### src/rtl/ikr_pkg.sv
// ----------------------------------------------------------------------------
// ikr_pkg
// Shared types and constants for the integer k-th root block.
// ----------------------------------------------------------------------------
`timescale 1ns / 1ps
`default_nettype none

package ikr_pkg;

   localparam int ROOT_BITS = 32;
   localparam int POS_W     = $clog2(ROOT_BITS);
   localparam int RAD_W     = 64;
   localparam int EXP_W     = 7;
   localparam int OUT_W     = 32;
   localparam int MUL_W     = 32;

   localparam logic [EXP_W-1:0] EXP_CLAMP = EXP_W'(64);
   localparam logic [POS_W-1:0] POS_TOP   = POS_W'(ROOT_BITS - 1);

   typedef enum logic [2:0] {
      ST_IDLE,
      ST_INIT,
      ST_TEST,
      ST_MUL_LO,
      ST_MUL_HI,
      ST_COMBINE,
      ST_DECIDE,
      ST_DONE
   } ikr_state_type;

   // controller to datapath
   typedef struct packed {
      logic load;      // latch a new beat, clear root
      logic init;      // form candidate, acc = candidate
      logic mul_lo;    // low half of acc times candidate
      logic mul_hi;    // high half of acc times candidate
      logic step;      // acc takes the product, one multiplication fewer left
      logic decide;    // keep candidate bit if its power fits
      logic next_pos;  // move to the next lower root bit
   } ikr_cmd_type;

   // datapath to controller
   typedef struct packed {
      logic exp_zero;  // incoming exponent is zero
      logic left_zero; // no multiplications left for this candidate
      logic overflow;  // product does not fit in 64 bits
      logic pos_zero;  // working on bit 0
   } ikr_stat_type;

endpackage

`default_nettype wire

### src/rtl/ikr_datapath.sv
// ----------------------------------------------------------------------------
// ikr_datapath
// Root, candidate and power registers around one shared 32x32 multiplier.
// ----------------------------------------------------------------------------
`timescale 1ns / 1ps
`default_nettype none

module ikr_datapath (
   input  wire logic                        clock,
   input  wire ikr_pkg::ikr_cmd_type        cmd,
   output ikr_pkg::ikr_stat_type            stat,
   input  wire logic [ikr_pkg::RAD_W-1:0]   req_radicand,
   input  wire logic [ikr_pkg::EXP_W-1:0]   req_exponent,
   output logic      [ikr_pkg::OUT_W-1:0]   rsp_root,
   output logic                             rsp_bad_exponent
);
   import ikr_pkg::*;

   logic [RAD_W-1:0]     radicand_ff, radicand_in;
   logic [EXP_W-1:0]     k_ff, k_in;
   logic [EXP_W-1:0]     left_ff, left_in;
   logic [POS_W-1:0]     pos_ff, pos_in;
   logic [ROOT_BITS-1:0] root_ff, root_in;
   logic [ROOT_BITS-1:0] cand_ff, cand_in;
   logic [RAD_W-1:0]     acc_ff, acc_in;
   logic [2*MUL_W-1:0]   plo_ff, plo_in;
   logic [2*MUL_W-1:0]   phi_ff, phi_in;
   logic                 bad_ff, bad_in;

   logic [ROOT_BITS-1:0] cand_next;
   logic [MUL_W-1:0]     mul_a;
   logic [2*MUL_W-1:0]   product;
   logic [MUL_W:0]       mid_sum;

   assign cand_next = root_ff | (ROOT_BITS'(1) << pos_ff);

   // one multiplier, fed the low or the high half of acc
   assign mul_a   = cmd.mul_hi ? acc_ff[RAD_W-1:MUL_W] : acc_ff[MUL_W-1:0];
   assign product = mul_a * MUL_W'(cand_ff);

   // full product is phi << 32 + plo; it fits only without carry past bit 63
   assign mid_sum = {1'b0, phi_ff[MUL_W-1:0]} + {1'b0, plo_ff[2*MUL_W-1:MUL_W]};

   always_comb begin
      radicand_in = radicand_ff;
      k_in        = k_ff;
      left_in     = left_ff;
      pos_in      = pos_ff;
      root_in     = root_ff;
      cand_in     = cand_ff;
      acc_in      = acc_ff;
      plo_in      = plo_ff;
      phi_in      = phi_ff;
      bad_in      = bad_ff;
      if (cmd.load) begin
         radicand_in = req_radicand;
         k_in        = (req_exponent > EXP_CLAMP) ? EXP_CLAMP : req_exponent;
         pos_in      = POS_TOP;
         root_in     = '0;
         bad_in      = (req_exponent == '0);
      end
      if (cmd.init) begin
         cand_in = cand_next;
         acc_in  = RAD_W'(cand_next);
         left_in = k_ff - EXP_W'(1);
      end
      if (cmd.mul_lo) begin
         plo_in = product;
      end
      if (cmd.mul_hi) begin
         phi_in = product;
      end
      if (cmd.step) begin
         acc_in  = {mid_sum[MUL_W-1:0], plo_ff[MUL_W-1:0]};
         left_in = left_ff - EXP_W'(1);
      end
      if (cmd.decide && (acc_ff <= radicand_ff)) begin
         root_in = cand_ff;
      end
      if (cmd.next_pos) begin
         pos_in = pos_ff - POS_W'(1);
      end
   end

   always_ff @(posedge clock) begin
      radicand_ff <= radicand_in;
      k_ff        <= k_in;
      left_ff     <= left_in;
      pos_ff      <= pos_in;
      root_ff     <= root_in;
      cand_ff     <= cand_in;
      acc_ff      <= acc_in;
      plo_ff      <= plo_in;
      phi_ff      <= phi_in;
      bad_ff      <= bad_in;
   end

   assign stat.exp_zero  = (req_exponent == '0);
   assign stat.left_zero = (left_ff == '0);
   assign stat.overflow  = (|phi_ff[2*MUL_W-1:MUL_W]) | mid_sum[MUL_W];
   assign stat.pos_zero  = (pos_ff == '0);

   assign rsp_root         = OUT_W'(root_ff);
   assign rsp_bad_exponent = bad_ff;

endmodule

`default_nettype wire

### src/rtl/ikr_ctrl.sv
// ----------------------------------------------------------------------------
// ikr_ctrl
// Sequencer: walks root bits, and multiplications per candidate bit.
// ----------------------------------------------------------------------------
`timescale 1ns / 1ps
`default_nettype none

module ikr_ctrl (
   input  wire logic                  clock,
   input  wire logic                  reset,
   input  wire logic                  start,
   output logic                       busy,
   output logic                       done,
   output ikr_pkg::ikr_cmd_type       cmd,
   input  wire ikr_pkg::ikr_stat_type stat
);
   import ikr_pkg::*;

   ikr_state_type state_ff, state_in;

   always_ff @(posedge clock) begin
      if (reset) begin
         state_ff <= ST_IDLE;
      end else begin
         state_ff <= state_in;
      end
   end

   always_comb begin
      state_in = state_ff;
      cmd      = '0;
      busy     = 1'b1;
      done     = 1'b0;
      case (state_ff)
         ST_IDLE: begin
            busy = 1'b0;
            if (start) begin
               cmd.load = 1'b1;
               state_in = stat.exp_zero ? ST_DONE : ST_INIT;
            end
         end
         ST_INIT: begin
            cmd.init = 1'b1;
            state_in = ST_TEST;
         end
         ST_TEST: begin
            state_in = stat.left_zero ? ST_DECIDE : ST_MUL_LO;
         end
         ST_MUL_LO: begin
            cmd.mul_lo = 1'b1;
            state_in   = ST_MUL_HI;
         end
         ST_MUL_HI: begin
            cmd.mul_hi = 1'b1;
            state_in   = ST_COMBINE;
         end
         ST_COMBINE: begin
            cmd.step = 1'b1;
            if (!stat.overflow) begin
               state_in = ST_TEST;
            end else if (stat.pos_zero) begin
               // candidate rejected on overflow
               state_in = ST_DONE;
            end else begin
               cmd.next_pos = 1'b1;
               state_in     = ST_INIT;
            end
         end
         ST_DECIDE: begin
            cmd.decide = 1'b1;
            if (stat.pos_zero) begin
               state_in = ST_DONE;
            end else begin
               cmd.next_pos = 1'b1;
               state_in     = ST_INIT;
            end
         end
         ST_DONE: begin
            done     = 1'b1;
            state_in = ST_IDLE;
         end
         default: begin
            state_in = ST_IDLE;
         end
      endcase
   end

endmodule

`default_nettype wire

### src/rtl/integer_kth_root_64.sv
// ----------------------------------------------------------------------------
// integer_kth_root_64
// Floor of the k-th root of a 64-bit unsigned value, one root bit at a time.
// ----------------------------------------------------------------------------
//  channel  | handshake              | payload
//  request  | start, busy            | req_radicand[63:0], req_exponent[6:0]
//  response | rsp_valid (1-cycle)    | rsp_root[31:0], rsp_bad_exponent
//
//  A beat is taken when start is high and busy is low; busy then holds until
//  the response strobe. Each root bit steps through INIT and TEST, then
//  MUL_LO, MUL_HI, COMBINE and TEST per multiplication (at most k-1 of
//  them), then DECIDE when the power fits; an overflow in COMBINE skips
//  DECIDE. One 32x32 multiplier is used twice per 64x32 multiplication.
//  A zero exponent goes straight from IDLE to DONE.
//  Reset is synchronous and returns the sequencer to idle. The receiver
//  cannot stall: the response is on the ports for exactly one cycle.
// ----------------------------------------------------------------------------
`timescale 1ns / 1ps
`default_nettype none

module integer_kth_root_64 (
   input  wire logic                      clock,
   input  wire logic                      reset,
   input  wire logic                      start,
   output logic                           busy,
   input  wire logic [ikr_pkg::RAD_W-1:0] req_radicand,
   input  wire logic [ikr_pkg::EXP_W-1:0] req_exponent,
   output logic                           rsp_valid,
   output logic      [ikr_pkg::OUT_W-1:0] rsp_root,
   output logic                           rsp_bad_exponent
);
   import ikr_pkg::*;

   ikr_cmd_type  cmd;
   ikr_stat_type stat;

   ikr_ctrl u_ctrl (
      .clock (clock),
      .reset (reset),
      .start (start),
      .busy  (busy),
      .done  (rsp_valid),
      .cmd   (cmd),
      .stat  (stat)
   );

   ikr_datapath u_datapath (
      .clock            (clock),
      .cmd              (cmd),
      .stat             (stat),
      .req_radicand     (req_radicand),
      .req_exponent     (req_exponent),
      .rsp_root         (rsp_root),
      .rsp_bad_exponent (rsp_bad_exponent)
   );

   a_valid_while_busy: assert property (@(posedge clock) disable iff (reset)
      rsp_valid |-> busy)
      else $error("response strobe outside a busy period");

   a_bad_gives_zero: assert property (@(posedge clock) disable iff (reset)
      (rsp_valid && rsp_bad_exponent) |-> (rsp_root == '0))
      else $error("zero exponent with nonzero root");

   a_accept_sets_busy: assert property (@(posedge clock) disable iff (reset)
      (start && !busy) |=> busy)
      else $error("accepted beat did not start work");

   a_single_strobe: assert property (@(posedge clock) disable iff (reset)
      rsp_valid |=> !rsp_valid)
      else $error("response strobe longer than one cycle");

endmodule

`default_nettype wire
### config.mk
export PLATFORM = sky130hd
export DESIGN_NAME = integer_kth_root_64
export DESIGN_NICKNAME = d
export VERILOG_FILES = /design/src/rtl/ikr_pkg.sv /design/src/rtl/ikr_datapath.sv /design/src/rtl/ikr_ctrl.sv /design/src/rtl/integer_kth_root_64.sv
export SDC_FILE = /design/constraint.sdc
export NUM_CORES = 2
export LEC_CHECK = 0
export ABC_AREA = 1
export BUFFER_PORTS_ARGS = -buffer_cell sky130_fd_sc_hd__buf_4
export CORE_MARGIN = 1.5
export CORE_UTILIZATION = 60
export DETAILED_ROUTE_END_ITERATION = 8
export GPL_TIMING_DRIVEN = 0
export PLACE_DENSITY = 0.77
export SKIP_LAST_GASP = 1
export SYNTH_ARGS = -nofsm -noshare
export SYNTH_HDL_FRONTEND = slang
export SYNTH_HIERARCHICAL = 1
export SYNTH_SLANG_ARGS = --single-unit
### constraint.sdc
create_clock -name clock -period 24.1 [get_ports clock]
set_input_delay 6.025 -clock clock [delete_from_list [all_inputs] [get_ports clock]]
set_output_delay 6.025 -clock clock [all_outputs]
set_load 0.005 [all_outputs]
==> summary.txt <==
Floorplan
  • # rows: around 100
  • Die Ht: 290 µm
  • Die Width: between 200 and 300 µm
  • # IOs: 109
  • Initial core utilization: 0.609
  • Core ar.: about 80000 µm²
  • DIE AREA: between 80000 and 90000 µm²

STA
  • Slew at the pin closest to its max-slew limit: ~1.5 ns
  • Setup Viol. Count Final: 0
  • Skew final: about 0.023 ns
  • Relative slew slack: 0.0196
  • Tmin final: around 10 ns
  • Max-slew violation count: 0
  • TNS Setup: 0 ns
  • RSZ-0062 raised after global routing: false
  • FMAX: roughly 97 MHz
  • Hold Fails Final Rpt: 0
  • Period utilization: 0.430

Route
  • DR iter-0 viols: roughly 5500
  • TritonRoute pass-1 iters: 8
  • DRT Wirelength: 190000 µm
  • Drt wl/cell: roughly 28 µm
  • Detailed-route DRC error count: 0
  • Vias: ~41000
  • Antenna viol nets, final: 0
  • Via density: ~6

Clock tree
  • Worst skew pair latency: ~0.6 ns
  • Post-CTS setup buffers: 0
  • CTS tree: built
  • CTS buffer count: 30
  • CTS clk-pin slew, worst paths: roughly 0.070 ns
  • CTS Sinks: around 340
  • Max H-tree Level: 1
  • Longest Clk Path Bufs: 3
  • Root buf cell: clkbuf_16
  • CTS-repair resized insts: 0
  • Hold Buf Count CTS: 0

Yosys
  • Most common cell in the netlist: inv_1
  • Post-synthesis compound-gate area fraction: 0.0414
  • Synth cell types: 46
  • Synth top area share: 0.364
  • Multiplexer area fraction after synthesis: 0.000609
  • Commonest cells in the netlist: inv_1, nand2_1, fa_1
  • Seq cells post-synth: approximately 340
  • Post-synthesis xor/xnor area fraction: 0.00800
  • Top FF cell, synth: edfxtp_1
  • Synth Area in Simple Gates: 0.174
  • Mapped cell area: just under 50000 µm²
  • Seq/Total Area, Yosys: 0.208
  • Cell taking the most area after synthesis: fa_1
  • Fraction of registers with async set or reset after synthesis: 0
  • Largest family of logic cells by synthesized area: adder cells
  • Avg Inst Size Synth: just under 9 µm²
  • Synth Area in Adders: 0.457
  • Post-synthesis net count: just under 7000
  • Synth warn: 6
  • Top cells by area, synth: fa_1, edfxtp_1, ha_1, inv_1, nand2_1
  • Number of synthesized flops with an enable pin: 340
  • Synthesized instance count: approximately 5500

Global route
  • First-pass GRT wire length: about 270000 µm
  • All-Layer GR Usage: 0.465
  • Antenna violations before repair: 17
  • Largest net degree at the start of global routing: between 70 and 80
  • Number of global-route vias before repair: 40394
  • Grt ovf: 0

Finish
  • Fill cells: between 6000 and 7000
  • Area grow syn2layout: 6.77%
  • Nets@finish: ~7000
  • Layout cells sized above 1: 0.0674

Setup path
  • Type of origin of the critical path: register
  • Crit Path Class: register to register
  • WP data arrival: 10.63 ns
  • Crit end category: register
  • Crit. Startpoint: u_ctrl/state_ff[1]
  • Crit path max fanout: 70
  • Reg2Reg Setup Slack: ~14 ns
  • Reg2reg start: u_ctrl/state_ff[1]
  • Required time worst endpoint: ~24 ns

Place
  • Final estimated routing congestion in global placement: 1.09
  • Port buffer count: roughly 110
  • HPWL Detailed: approximately 160000 µm

Hold path
  • Worst min path class: register to register
  • Hold_sp: u_datapath/plo_ff[0]

Run status
  • Status: finished, final reports clean

Job
  • Max_cap viols: 0
==> final timing paths <==
check	depth (start not counted)	endpoint
worst max-delay path	26	u_datapath/phi_ff[27]
worst min-delay path	2	u_datapath/acc_ff[0]
worst max register to register	26	u_datapath/phi_ff[27]
worst min register to register	2	u_datapath/acc_ff[0]
==> cell type report <==
cell class | count | area (µm²) | share of cell area
multi-input combinational | 3804 | 33600 | 0.639
sequential | 343 | 10300 | 0.195
inverter | 1199 | 4500 | 0.0856
tap | 1060 | 1330 | 0.0252
timing repair buffer | 115 | 932 | 0.0177
buffer | 202 | 918 | 0.0175
clock buffer | 33 | 762 | 0.0145
clock inverter | 20 | 262 | 0.00497
antenna | 14 | 35.0 | 0.000666
==> cell usage in the layout (no fill, tap or decap), types with 5 or more instances in the layout <==
cell and instances:
o21ai_0 103, a21oi_1 182, nand2_2 24, o21a_1 14, nor4_1 15, inv_2 20, nor2_2 9, clkbuf_16 30
buf_4 116, buf_1 8, nand4_1 21, o21ai_1 6, xor2_1 36, clkinv_2 5, diode_2 14, nor2_1 867
bufinv_16 5, ha_1 365, clkbuf_1 110, nand2_1 972, inv_1 1163, buf_6 8, a21o_1 12, edfxtp_1 340
nand3_1 110, nor3_1 17, o21bai_1 41, or2_1 6, or2_2 63, fa_1 897, xnor2_1 9, buf_2 74
clkinv_1 20, nand3_2 7
==> registers in the layout (all words and copies together), names as in the netlist, 5 cells and up <==
name                    cells
u_datapath/acc_ff          64
u_datapath/cand_ff         32
u_datapath/k_ff             7
u_datapath/left_ff          7
u_datapath/phi_ff          64
u_datapath/plo_ff          64
u_datapath/pos_ff           5
u_datapath/radicand_ff     64
u_datapath/rsp_root        32
==> logic make-up after synthesis <==
logic type	after synthesis
flip-flops	343
AND/OR/NAND/NOR	2126
adder cells (fa/ha/maj)	1262
buffers and inverters	1401
XOR/XNOR	45
AO/OA/AOI/OAI	368
multiplexers	3
==> worst max-delay path, stage by stage, from the launching register on <==
cell	delay, ns
dfxtp_1	0.32
buf_6	0.13
nor2_1	0.14
nand2_1	0.13
inv_4	0.65
inv_2	0.14
clkbuf_1	0.29
or2_2	0.40
nand2_1	0.49
buf_2	0.45
nor2_1	0.11
fa_1	0.55
fa_1	0.56
inv_1	0.06
fa_1	0.47
fa_1	0.55
inv_1	0.05
fa_1	0.57
fa_1	0.45
fa_1	0.64
fa_1	0.59
ha_1	0.44
a21oi_1	0.27
o21ai_0	0.20
nor2_1	0.30
nand3_2	0.24
xor2_1	0.71
==> stage by stage <==
step	setup WS, ns	std cells	area, µm²	hold slack, ns	utilization
6_report	13.75	6790	52600	0.525	0.650
5_1_grt	13.56	6776	52600	0.554	0.650
4_1_cts	14.04	6776	52600	0.525	0.650
3_5_place_dp	14.15	6723	51500	0.507	0.637
3_3_place_gp	12.01	6716	51400	0.504	0.635
2_1_floorplan	13.64	5548	49300	0.494	-
==> metal layers <==
metal  vias up  GRT usage  wire length (µm)
met1     20130      0.637             70500
met2      3126      0.648             76600
met5         -          0                39
met3       536      0.187             31400
li1      16947          -                 -
met4         6      0.217             11400
Power is not shown: default switching activity piles up to over one toggle a cycle in this logic, so the estimate is an artifact.
